[src/hw/rtl/lfu_pkg.sv]
// Shared types and constants for the LFU key/value store.
// Used by the top level and lfu_scan; depends on nothing.
package lfu_pkg;

    localparam int KEY_W   = 32;
    localparam int VALUE_W = 32;
    localparam int CAP_W   = 5;

    localparam int ENTRIES_DEFAULT     = 16;
    localparam int COUNT_WIDTH_DEFAULT = 16;
    localparam int STAMP_WIDTH_DEFAULT = 48;

    localparam logic [CAP_W-1:0] CAP_RESET = 5'd16;

    // read_value returned by a get that misses
    localparam logic signed [VALUE_W-1:0] MISS_VALUE = -32'sd1;

    localparam logic MODE_GET = 1'b0;
    localparam logic MODE_PUT = 1'b1;

    typedef struct packed {
        logic                      mode;
        logic signed [KEY_W-1:0]   key;
        logic signed [VALUE_W-1:0] write_value;
    } req_t;

    typedef struct packed {
        logic                      hit;
        logic signed [VALUE_W-1:0] read_value;
        logic                      evicted;
        logic signed [KEY_W-1:0]   evicted_key;
    } rsp_t;

    // what the scan has found so far
    typedef struct packed {
        logic match;
        logic victim;
        logic free;
    } scan_flags_t;

endpackage

[src/hw/rtl/lfu_cache_replacement.sv]
// Top level of the LFU key/value store: sequencer, entry RAM and scan unit.
// Depends on lfu_pkg, lfu_ram and lfu_scan.

// Fully associative key/value store of ENTRIES entries with least-frequently-used
// replacement and least-recently-used tie break. Entries live in one RAM word each
// (valid, key, value, use count, access stamp). After reset the block sweeps the RAM
// clear and holds req_stall high meanwhile; the capacity register can be written at
// any time it is idle. Each request transaction is then served by a scan that reads
// one entry per cycle through the RAM read port into a shared compare unit: one read
// per entry in ST_SCAN, then ST_DRAIN, then the decide/write-back state, which waits
// while the previous response is still stalled, plus one more write when an eviction
// frees a slot other than the one the new key goes to. The response waits in an
// output register, so the next request is taken while it is still stalled.
module lfu_cache_replacement #(
    parameter int ENTRIES     = lfu_pkg::ENTRIES_DEFAULT,
    parameter int COUNT_WIDTH = lfu_pkg::COUNT_WIDTH_DEFAULT,
    parameter int STAMP_WIDTH = lfu_pkg::STAMP_WIDTH_DEFAULT
) (
    input  logic                     clk,
    input  logic                     rst_n,
    input  logic                     req_valid,
    output logic                     req_stall,
    input  lfu_pkg::req_t            req,
    output logic                     rsp_valid,
    input  logic                     rsp_stall,
    output lfu_pkg::rsp_t            rsp,
    input  logic                     cfg_wr_en,
    input  logic [lfu_pkg::CAP_W-1:0] cfg_wr_data
);

    localparam int IDX_W     = (ENTRIES > 1) ? $clog2(ENTRIES) : 1;
    localparam int OCC_W     = $clog2(ENTRIES + 1);
    localparam int STAMP_LSB = 0;
    localparam int COUNT_LSB = STAMP_LSB + STAMP_WIDTH;
    localparam int VALUE_LSB = COUNT_LSB + COUNT_WIDTH;
    localparam int KEY_LSB   = VALUE_LSB + lfu_pkg::VALUE_W;
    localparam int VALID_BIT = KEY_LSB + lfu_pkg::KEY_W;
    localparam int WORD_W    = VALID_BIT + 1;
    localparam logic [IDX_W-1:0] LAST_IDX = IDX_W'(ENTRIES - 1);

    typedef enum logic [5:0] {
        ST_CLEAR  = 6'b000001,
        ST_IDLE   = 6'b000010,
        ST_SCAN   = 6'b000100,
        ST_DRAIN  = 6'b001000,
        ST_DECIDE = 6'b010000,
        ST_INVAL  = 6'b100000
    } state_t;

    state_t                     state_reg, state_next;
    logic [IDX_W-1:0]           clr_idx_reg, clr_idx_next;
    logic [IDX_W-1:0]           scan_idx_reg, scan_idx_next;
    logic                       data_en_reg;
    logic [IDX_W-1:0]           data_idx_reg;
    lfu_pkg::req_t              req_reg, req_next;
    logic [lfu_pkg::CAP_W-1:0]  cap_reg;
    logic [STAMP_WIDTH-1:0]     clock_reg, clock_next;
    logic [OCC_W-1:0]           occ_reg, occ_next;
    lfu_pkg::rsp_t              rsp_reg, rsp_next;
    logic                       rsp_valid_reg, rsp_valid_next;

    logic                       scan_start;
    logic                       wr_en;
    logic [IDX_W-1:0]           wr_addr;
    logic [WORD_W-1:0]          wr_data;
    logic                       rd_en;
    logic [WORD_W-1:0]          rd_data;

    lfu_pkg::scan_flags_t       flags;
    logic [IDX_W-1:0]           match_idx;
    logic [lfu_pkg::VALUE_W-1:0] match_value;
    logic [COUNT_WIDTH-1:0]     match_count;
    logic [IDX_W-1:0]           victim_idx;
    logic [lfu_pkg::KEY_W-1:0]  victim_key;
    logic [IDX_W-1:0]           free_idx;

    logic [OCC_W-1:0]           limit;
    logic                       do_evict;
    logic                       have_slot;
    logic [IDX_W-1:0]           ins_idx;
    logic [COUNT_WIDTH-1:0]     bumped_count;
    logic [STAMP_WIDTH-1:0]     stamp;
    logic                       out_free;

    lfu_ram #(
        .WIDTH (WORD_W),
        .DEPTH (ENTRIES)
    ) u_ram (
        .clk     (clk),
        .wr_en   (wr_en),
        .wr_addr (wr_addr),
        .wr_data (wr_data),
        .rd_en   (rd_en),
        .rd_addr (scan_idx_reg),
        .rd_data (rd_data)
    );

    lfu_scan #(
        .ENTRIES     (ENTRIES),
        .COUNT_WIDTH (COUNT_WIDTH),
        .STAMP_WIDTH (STAMP_WIDTH)
    ) u_scan (
        .clk         (clk),
        .rst_n       (rst_n),
        .start       (scan_start),
        .data_en     (data_en_reg),
        .data_idx    (data_idx_reg),
        .key         (req_reg.key),
        .ent_valid   (rd_data[VALID_BIT]),
        .ent_key     (rd_data[KEY_LSB +: lfu_pkg::KEY_W]),
        .ent_value   (rd_data[VALUE_LSB +: lfu_pkg::VALUE_W]),
        .ent_count   (rd_data[COUNT_LSB +: COUNT_WIDTH]),
        .ent_stamp   (rd_data[STAMP_LSB +: STAMP_WIDTH]),
        .flags       (flags),
        .match_idx   (match_idx),
        .match_value (match_value),
        .match_count (match_count),
        .victim_idx  (victim_idx),
        .victim_key  (victim_key),
        .free_idx    (free_idx)
    );

    // capacity above the entry count acts as the entry count
    assign limit = (32'(cap_reg) > ENTRIES) ? OCC_W'(ENTRIES) : OCC_W'(cap_reg);

    assign do_evict     = (occ_reg >= limit) && flags.victim;
    assign have_slot    = do_evict || flags.free;
    // new key goes to the lowest slot that is free once the victim is dropped
    assign ins_idx      = (do_evict && !(flags.free && (free_idx < victim_idx))) ?
                          victim_idx : free_idx;
    assign bumped_count = (match_count == '1) ? match_count : match_count + 1'b1;
    assign stamp        = clock_reg + 1'b1;
    assign out_free     = !rsp_valid_reg || !rsp_stall;
    assign rd_en        = (state_reg == ST_SCAN);

    always_comb
    begin
        state_next     = state_reg;
        clr_idx_next   = clr_idx_reg;
        scan_idx_next  = scan_idx_reg;
        req_next       = req_reg;
        clock_next     = clock_reg;
        occ_next       = occ_reg;
        rsp_next       = rsp_reg;
        rsp_valid_next = rsp_valid_reg && rsp_stall;
        scan_start     = 1'b0;
        wr_en          = 1'b0;
        wr_addr        = clr_idx_reg;
        wr_data        = '0;

        case (state_reg)
            ST_CLEAR:
            begin
                wr_en = 1'b1;
                if (clr_idx_reg == LAST_IDX)
                begin
                    state_next = ST_IDLE;
                end
                else
                begin
                    clr_idx_next = clr_idx_reg + 1'b1;
                end
            end
            ST_IDLE:
            begin
                if (req_valid)
                begin
                    req_next      = req;
                    scan_start    = 1'b1;
                    scan_idx_next = '0;
                    state_next    = ST_SCAN;
                end
            end
            ST_SCAN:
            begin
                if (scan_idx_reg == LAST_IDX)
                begin
                    state_next = ST_DRAIN;
                end
                else
                begin
                    scan_idx_next = scan_idx_reg + 1'b1;
                end
            end
            ST_DRAIN:
            begin
                state_next = ST_DECIDE;
            end
            ST_DECIDE:
            begin
                // hold until the previous response has left
                if (out_free)
                begin
                    rsp_valid_next       = 1'b1;
                    rsp_next             = '0;
                    state_next           = ST_IDLE;
                    if (req_reg.mode == lfu_pkg::MODE_GET)
                    begin
                        if (flags.match)
                        begin
                            rsp_next.hit        = 1'b1;
                            rsp_next.read_value = match_value;
                            wr_en               = 1'b1;
                            wr_addr             = match_idx;
                            wr_data             = {1'b1, req_reg.key, match_value,
                                                   bumped_count, stamp};
                            clock_next          = stamp;
                        end
                        else
                        begin
                            rsp_next.read_value = lfu_pkg::MISS_VALUE;
                        end
                    end
                    else if (limit != '0)
                    begin
                        if (flags.match)
                        begin
                            rsp_next.hit = 1'b1;
                            wr_en        = 1'b1;
                            wr_addr      = match_idx;
                            wr_data      = {1'b1, req_reg.key, req_reg.write_value,
                                            bumped_count, stamp};
                            clock_next   = stamp;
                        end
                        else
                        begin
                            if (do_evict)
                            begin
                                rsp_next.evicted     = 1'b1;
                                rsp_next.evicted_key = victim_key;
                                if (ins_idx != victim_idx)
                                begin
                                    state_next = ST_INVAL;
                                end
                            end
                            if (have_slot)
                            begin
                                wr_en      = 1'b1;
                                wr_addr    = ins_idx;
                                wr_data    = {1'b1, req_reg.key, req_reg.write_value,
                                              COUNT_WIDTH'(1), stamp};
                                clock_next = stamp;
                            end
                            occ_next = occ_reg - OCC_W'(do_evict) + OCC_W'(have_slot);
                        end
                    end
                end
            end
            ST_INVAL:
            begin
                // drop the victim; the new key went to a lower free slot
                wr_en      = 1'b1;
                wr_addr    = victim_idx;
                wr_data    = '0;
                state_next = ST_IDLE;
            end
            default:
            begin
                state_next = ST_IDLE;
            end
        endcase
    end

    always_ff @(posedge clk or negedge rst_n)
    begin
        if (!rst_n)
        begin
            state_reg     <= ST_CLEAR;
            clr_idx_reg   <= '0;
            scan_idx_reg  <= '0;
            data_en_reg   <= 1'b0;
            cap_reg       <= lfu_pkg::CAP_RESET;
            clock_reg     <= '0;
            occ_reg       <= '0;
            rsp_valid_reg <= 1'b0;
        end
        else
        begin
            state_reg     <= state_next;
            clr_idx_reg   <= clr_idx_next;
            scan_idx_reg  <= scan_idx_next;
            data_en_reg   <= (state_reg == ST_SCAN);
            clock_reg     <= clock_next;
            occ_reg       <= occ_next;
            rsp_valid_reg <= rsp_valid_next;
            if (cfg_wr_en)
            begin
                cap_reg <= cfg_wr_data;
            end
        end
    end

    always_ff @(posedge clk)
    begin
        req_reg      <= req_next;
        rsp_reg      <= rsp_next;
        data_idx_reg <= scan_idx_reg;
    end

    assign req_stall = (state_reg != ST_IDLE);
    assign rsp_valid = rsp_valid_reg;
    assign rsp       = rsp_reg;

endmodule

[src/hw/rtl/lfu_ram.sv]
// Generic single-write, single-read RAM with registered read data.
// Standalone; no package needed.
module lfu_ram #(
    parameter int WIDTH = 8,
    parameter int DEPTH = 16
) (
    input  logic                                  clk,
    input  logic                                  wr_en,
    input  logic [(DEPTH > 1 ? $clog2(DEPTH) : 1)-1:0] wr_addr,
    input  logic [WIDTH-1:0]                      wr_data,
    input  logic                                  rd_en,
    input  logic [(DEPTH > 1 ? $clog2(DEPTH) : 1)-1:0] rd_addr,
    output logic [WIDTH-1:0]                      rd_data
);

    logic [WIDTH-1:0] mem [DEPTH];

    always_ff @(posedge clk)
    begin
        if (wr_en)
        begin
            mem[wr_addr] <= wr_data;
        end
    end

    always_ff @(posedge clk)
    begin
        if (rd_en)
        begin
            rd_data <= mem[rd_addr];
        end
    end

endmodule

[src/hw/rtl/lfu_scan.sv]
// Shared compare unit: looks at one stored entry per cycle while data_en is high
// and keeps the key match, the LFU/LRU victim and the first free slot. Uses lfu_pkg.
module lfu_scan #(
    parameter int ENTRIES     = lfu_pkg::ENTRIES_DEFAULT,
    parameter int COUNT_WIDTH = lfu_pkg::COUNT_WIDTH_DEFAULT,
    parameter int STAMP_WIDTH = lfu_pkg::STAMP_WIDTH_DEFAULT,
    localparam int IDX_W      = (ENTRIES > 1) ? $clog2(ENTRIES) : 1
) (
    input  logic                              clk,
    input  logic                              rst_n,
    input  logic                              start,
    input  logic                              data_en,
    input  logic [IDX_W-1:0]                  data_idx,
    input  logic [lfu_pkg::KEY_W-1:0]         key,
    input  logic                              ent_valid,
    input  logic [lfu_pkg::KEY_W-1:0]         ent_key,
    input  logic [lfu_pkg::VALUE_W-1:0]       ent_value,
    input  logic [COUNT_WIDTH-1:0]            ent_count,
    input  logic [STAMP_WIDTH-1:0]            ent_stamp,
    output lfu_pkg::scan_flags_t              flags,
    output logic [IDX_W-1:0]                  match_idx,
    output logic [lfu_pkg::VALUE_W-1:0]       match_value,
    output logic [COUNT_WIDTH-1:0]            match_count,
    output logic [IDX_W-1:0]                  victim_idx,
    output logic [lfu_pkg::KEY_W-1:0]         victim_key,
    output logic [IDX_W-1:0]                  free_idx
);

    lfu_pkg::scan_flags_t          flags_reg, flags_next;
    logic [IDX_W-1:0]              match_idx_reg, match_idx_next;
    logic [lfu_pkg::VALUE_W-1:0]   match_value_reg, match_value_next;
    logic [COUNT_WIDTH-1:0]        match_count_reg, match_count_next;
    logic [IDX_W-1:0]              victim_idx_reg, victim_idx_next;
    logic [lfu_pkg::KEY_W-1:0]     victim_key_reg, victim_key_next;
    logic [COUNT_WIDTH-1:0]        victim_count_reg, victim_count_next;
    logic [STAMP_WIDTH-1:0]        victim_stamp_reg, victim_stamp_next;
    logic [IDX_W-1:0]              free_idx_reg, free_idx_next;
    logic                          older;

    // smaller count wins; equal counts fall back to the older stamp
    assign older = (ent_count < victim_count_reg) ||
                   ((ent_count == victim_count_reg) && (ent_stamp < victim_stamp_reg));

    always_comb
    begin
        flags_next        = flags_reg;
        match_idx_next    = match_idx_reg;
        match_value_next  = match_value_reg;
        match_count_next  = match_count_reg;
        victim_idx_next   = victim_idx_reg;
        victim_key_next   = victim_key_reg;
        victim_count_next = victim_count_reg;
        victim_stamp_next = victim_stamp_reg;
        free_idx_next     = free_idx_reg;
        if (start)
        begin
            flags_next = '0;
        end
        else if (data_en)
        begin
            if (ent_valid && (ent_key == key) && !flags_reg.match)
            begin
                flags_next.match = 1'b1;
                match_idx_next   = data_idx;
                match_value_next = ent_value;
                match_count_next = ent_count;
            end
            if (!ent_valid && !flags_reg.free)
            begin
                flags_next.free = 1'b1;
                free_idx_next   = data_idx;
            end
            // strict compare keeps the lowest index on a full tie
            if (ent_valid && (!flags_reg.victim || older))
            begin
                flags_next.victim = 1'b1;
                victim_idx_next   = data_idx;
                victim_key_next   = ent_key;
                victim_count_next = ent_count;
                victim_stamp_next = ent_stamp;
            end
        end
    end

    always_ff @(posedge clk or negedge rst_n)
    begin
        if (!rst_n)
        begin
            flags_reg <= '0;
        end
        else
        begin
            flags_reg <= flags_next;
        end
    end

    always_ff @(posedge clk)
    begin
        match_idx_reg    <= match_idx_next;
        match_value_reg  <= match_value_next;
        match_count_reg  <= match_count_next;
        victim_idx_reg   <= victim_idx_next;
        victim_key_reg   <= victim_key_next;
        victim_count_reg <= victim_count_next;
        victim_stamp_reg <= victim_stamp_next;
        free_idx_reg     <= free_idx_next;
    end

    assign flags       = flags_reg;
    assign match_idx   = match_idx_reg;
    assign match_value = match_value_reg;
    assign match_count = match_count_reg;
    assign victim_idx  = victim_idx_reg;
    assign victim_key  = victim_key_reg;
    assign free_idx    = free_idx_reg;

endmodule
[config.mk]
export PLATFORM = sky130hd
export DESIGN_NAME = lfu_cache_replacement
export DESIGN_NICKNAME = d
export VERILOG_FILES = /design/src/hw/rtl/lfu_pkg.sv /design/src/hw/rtl/lfu_cache_replacement.sv /design/src/hw/rtl/lfu_ram.sv /design/src/hw/rtl/lfu_scan.sv
export SDC_FILE = /design/constraint.sdc
export NUM_CORES = 2
export LEC_CHECK = 0
export BUFFER_PORTS_ARGS = -buffer_cell sky130_fd_sc_hd__buf_2
export CORE_MARGIN = 10
export CORE_UTILIZATION = 35
export DETAILED_ROUTE_END_ITERATION = 10
export SLEW_MARGIN = 10
export SYNTH_ARGS = -nofsm -noshare
export SYNTH_HDL_FRONTEND = slang
export SYNTH_HIERARCHICAL = 1
export SYNTH_SLANG_ARGS = --single-unit
[constraint.sdc]
create_clock -name clk -period 22.2 [get_ports clk]
set_clock_uncertainty 0.15 [all_clocks]
set_input_delay 5.55 -clock clk [delete_from_list [all_inputs] [get_ports clk]]
set_output_delay 5.55 -clock clk [all_outputs]
set_load 0.02 [all_outputs]
==> results.py <==
metrics = {
    "synth": {
        "synth-main-ff-cell": "edfxtp_1",
        "synth_cell_types": 80,
        "synth-seq-cells": 2561,
        "synth_edf_count": 2480,
        "netlist_instances": 4756,
        "yosys_warnings": 6,
        "synth_top_area_frac": 0.754,
        "syn_nets": 4912,
        "syn_avg_cell_area_um2": 20.8,
        "synth_most_common_cell": "edfxtp_1",
        "syn_area_mm2": 0.0987,
        "async_flop_share": 0.0301,
        "synth_top_area_cell": "edfxtp_1",
        "seq_area_frac_synth": 0.775,
        "synth_common_cells": "edfxtp_1, mux4_2, a22oi_1",
        "synth_area_leaders": "edfxtp_1, mux4_2, dfrtp_1",
    },
    "global_route": {
        "track_usage": 0.157,
        "overflow": 0,
        "grt_pass1_wl_um": 352000,
        "grt_pass1_vias": 49600,
        "antenna_found_initial": 12,
        "grt_max_degree": 132,
    },
    "clock_tree": {
        "hold_buffers": 0,
        "clkSlewWorstSetupHoldPaths_ns": 0.06,
        "clockBufferDepth": 4,
        "cts_num_sinks": 2561,
        "cts_root_buf": "clkbuf_16",
        "htree_num_levels": 5,
        "cts_tree": "done",
        "post_cts_resize_count": 0,
        "post-cts-setup-buffers": 0,
        "clock_latency_ns": 0.92,
        "cts_buffers": 284,
    },
    "placement": {
        "place_hpwl_um": 131000,
        "placed_cell_area_mm2": 0.104,
        "port_buffers": 142,
        "dp.cells": 8499,
        "gp_congestion": 0.768,
    },
    "sta": {
        "worstMarginPinSlew_ns": 1.38,
        "setup_viol": 0,
        "slew-limit-headroom": 0.0783,
        "hold_violations": 0,
        "tns_ns": 0,
        "fin_crit_sh": 0.464,
        "maxSlewViolCount": 0,
        "rsz0062_at_grt": "false",
        "max_freq_ghz": 0.0971,
        "finalCriticalPeriod_ns": 10.30,
    },
    "critical_path": {
        "crit_chain": "buf_2 > nand2_1 > nand4_1 > buf_4 > inv_4 > o221ai_1 > o21ai_0 > nand2_1 > nor2_4 > buf_4 > buf_4 > buf_4",
        "crit_cells": 12,
        "critPathCaptureType": "register",
        "cp_data_arrival_time_ns": 10.63,
        "crit_top_cell": "buf_4",
        "crit_fanout": 49,
        "critPathTopFamily": "buffers and inverters",
        "worst_setup_path_start_kind": "input pin",
        "cp.required_ns": 22.53,
        "slowest_delay_ns": 0.90,
        "rr_worst_depth": 11,
        "critPathKind": "input pin to register",
        "crit_slowest_cell": "buf_4",
        "path_buf_inv": 6,
    },
    "power": {
        "netSwitchingFraction": 0.234,
        "p_int_mw": 8.56,
        "power_frac_seq": 0.492,
        "powerDensity_mw_per_mm2": 99.0,
        "power_switching_mw": 2.61,
        "pwr-share-clk": 0.396,
        "p_comb_frac": 0.111,
        "power.total_mw": 11.2,
        "p_leak_nw": 38.9,
        "peakVddDrop_mv": 0.0658,
    },
    "drt": {
        "wl_per_cell_um": 27.0,
        "drc": 0,
        "num_vias": 47700,
        "avgViaCountPerCell": 5.30,
        "ant_nets": 0,
        "drt_wl_total_um": 243000,
        "drt_iter0_markers": 5007,
        "dr.pass1.iters": 5,
    },
    "floorplan": {
        "row_count": 194,
        "ios": 143,
        "coreArea_mm2": 0.280,
        "initial_core_util": 0.352,
        "die_w_um": 551,
        "die_area_mm2": 0.304,
        "fp.dieH_um": 551,
    },
    "final_layout": {
        "largest_reg_flops": 2064,
        "drive_gt1_frac": 0.239,
        "area_delta_synth_final_pct": 14.2,
        "regArea_mm2": 0.0765,
        "stdcell_count": 9000,
        "multi_input_area_mm2": 0.0209,
        "fin_nets": 5217,
        "final_area_mm2": 0.113,
        "fin_util": 0.402,
        "nFillCells": 24600,
    },
    "run_status": {
        "outcome": "finished, final reports clean",
    },
    "min_path": {
        "hold_path.class": "register to register",
        "hold_path_depth": 0,
    },
    "flow_run": {
        "max-cap-violations": 0,
    },
}
==> path summary, 6_finish.rpt <==
path	start	endpoint	slack, ns
min in group asynchronous	rst_n	clock_reg[26]$_DFFE_PN0P_	4.40
worst min register to register	u_ram/rd_data[86]$_DFFE_PP_	u_scan/match_value[22]$_DFFE_PP_	0.27
worst min-delay path	u_ram/rd_data[86]$_DFFE_PP_	u_scan/match_value[22]$_DFFE_PP_	0.27
max in group asynchronous	rst_n	scan_idx_reg[2]$_DFFE_PN0P_	16.19
worst max-delay path	rsp_stall	u_ram/mem[15][126]$_DFFE_PP_	11.90
worst max register to register	cap_reg[0]$_DFFE_PN0P_	u_ram/mem[15][126]$_DFFE_PP_	15.77
==> logic make-up (layout without fill, tap and decap cells) <==
group | after synthesis | after routing | synth area share
other cells | 1 | 21 | 0.0000380
compound gates | 446 | 446 | 0.0347
simple gates | 608 | 608 | 0.0306
flops | 2561 | 2561 | 0.775
mux | 572 | 572 | 0.120
fa+ha+maj | 81 | 81 | 0.0103
xor+xnor | 146 | 146 | 0.0130
buf+inv | 341 | 841 | 0.0162
==> placed cells by master, fill, tap and decap left out, types with 11 or more instances in the layout <==
master     count
ha_1          80
mux4_2       487
xnor2_1       72
clkinv_1      50
edfxtp_1    2480
a211oi_1      11
nor2_4        16
diode_2       20
and4_1        11
bufinv_16     20
a22oi_2       40
mux2i_1       25
a21o_1        16
buf_4         94
clkinv_2      27
dfrtp_1       70
nand2_1      174
a22oi_1      220
a21oi_1       58
and3_1        19
nor3_2        11
o21ai_0       34
buf_2        141
clkbuf_16    289
o221ai_1      23
xor2_1        74
and2_1        70
nand4_1       31
nor2_1       146
nor2b_1       23
inv_1        114
mux2_2        60
clkbuf_1      72
nand2b_1      19
nand3_1       32
==> per-layer routing <==
layer | GRT usage | wire, µm
met5 | 0 | 38
met4 | 0.0484 | 7680
met3 | 0.0297 | 16700
met2 | 0.264 | 120000
met1 | 0.207 | 98700
==> cell type report <==
class	instances	share of cell area
diodes	20	0.000444
clock buffers	368	0.0674
clock inverters	113	0.00937
inverters	117	0.00398
multi-input cells	1854	0.185
flip-flops and latches	2561	0.679
well taps	3724	0.0413
repair buffers	243	0.0139
==> metrics by stage <==
stage,setup WS (ns),hold slack (ns)
2_1_floorplan,4.21,0.250
3_3_place_gp,11.04,0.253
3_5_place_dp,10.96,0.255
4_1_cts,11.88,0.260
5_1_grt,11.67,0.271
6_report,11.90,0.265
==> worst register-to-register path: stages (launching register included) <==
cell and delay [ns]:
dfrtp_1 0.39, or4_1 0.54, nor2_1 0.11, nand2_1 0.31, nand2_1 0.32, o221ai_1 0.16, o21ai_0 0.83, nand2_1 0.50
nor2_4 0.21, buf_4 0.74, buf_4 0.92, buf_4 0.80
==> power by group through the flow <==
stage	clock [mW]	sequential [mW]	combinational, mW
6_report	4.43	5.50	1.24
5_1_grt	4.72	5.50	1.34
4_1_cts	4.52	5.50	1.27
3_5_place_dp	0	5.60	1.27
3_3_place_gp	0	5.60	1.26
2_1_floorplan	0	5.54	0.955
Power figures use the tool's default switching activity.
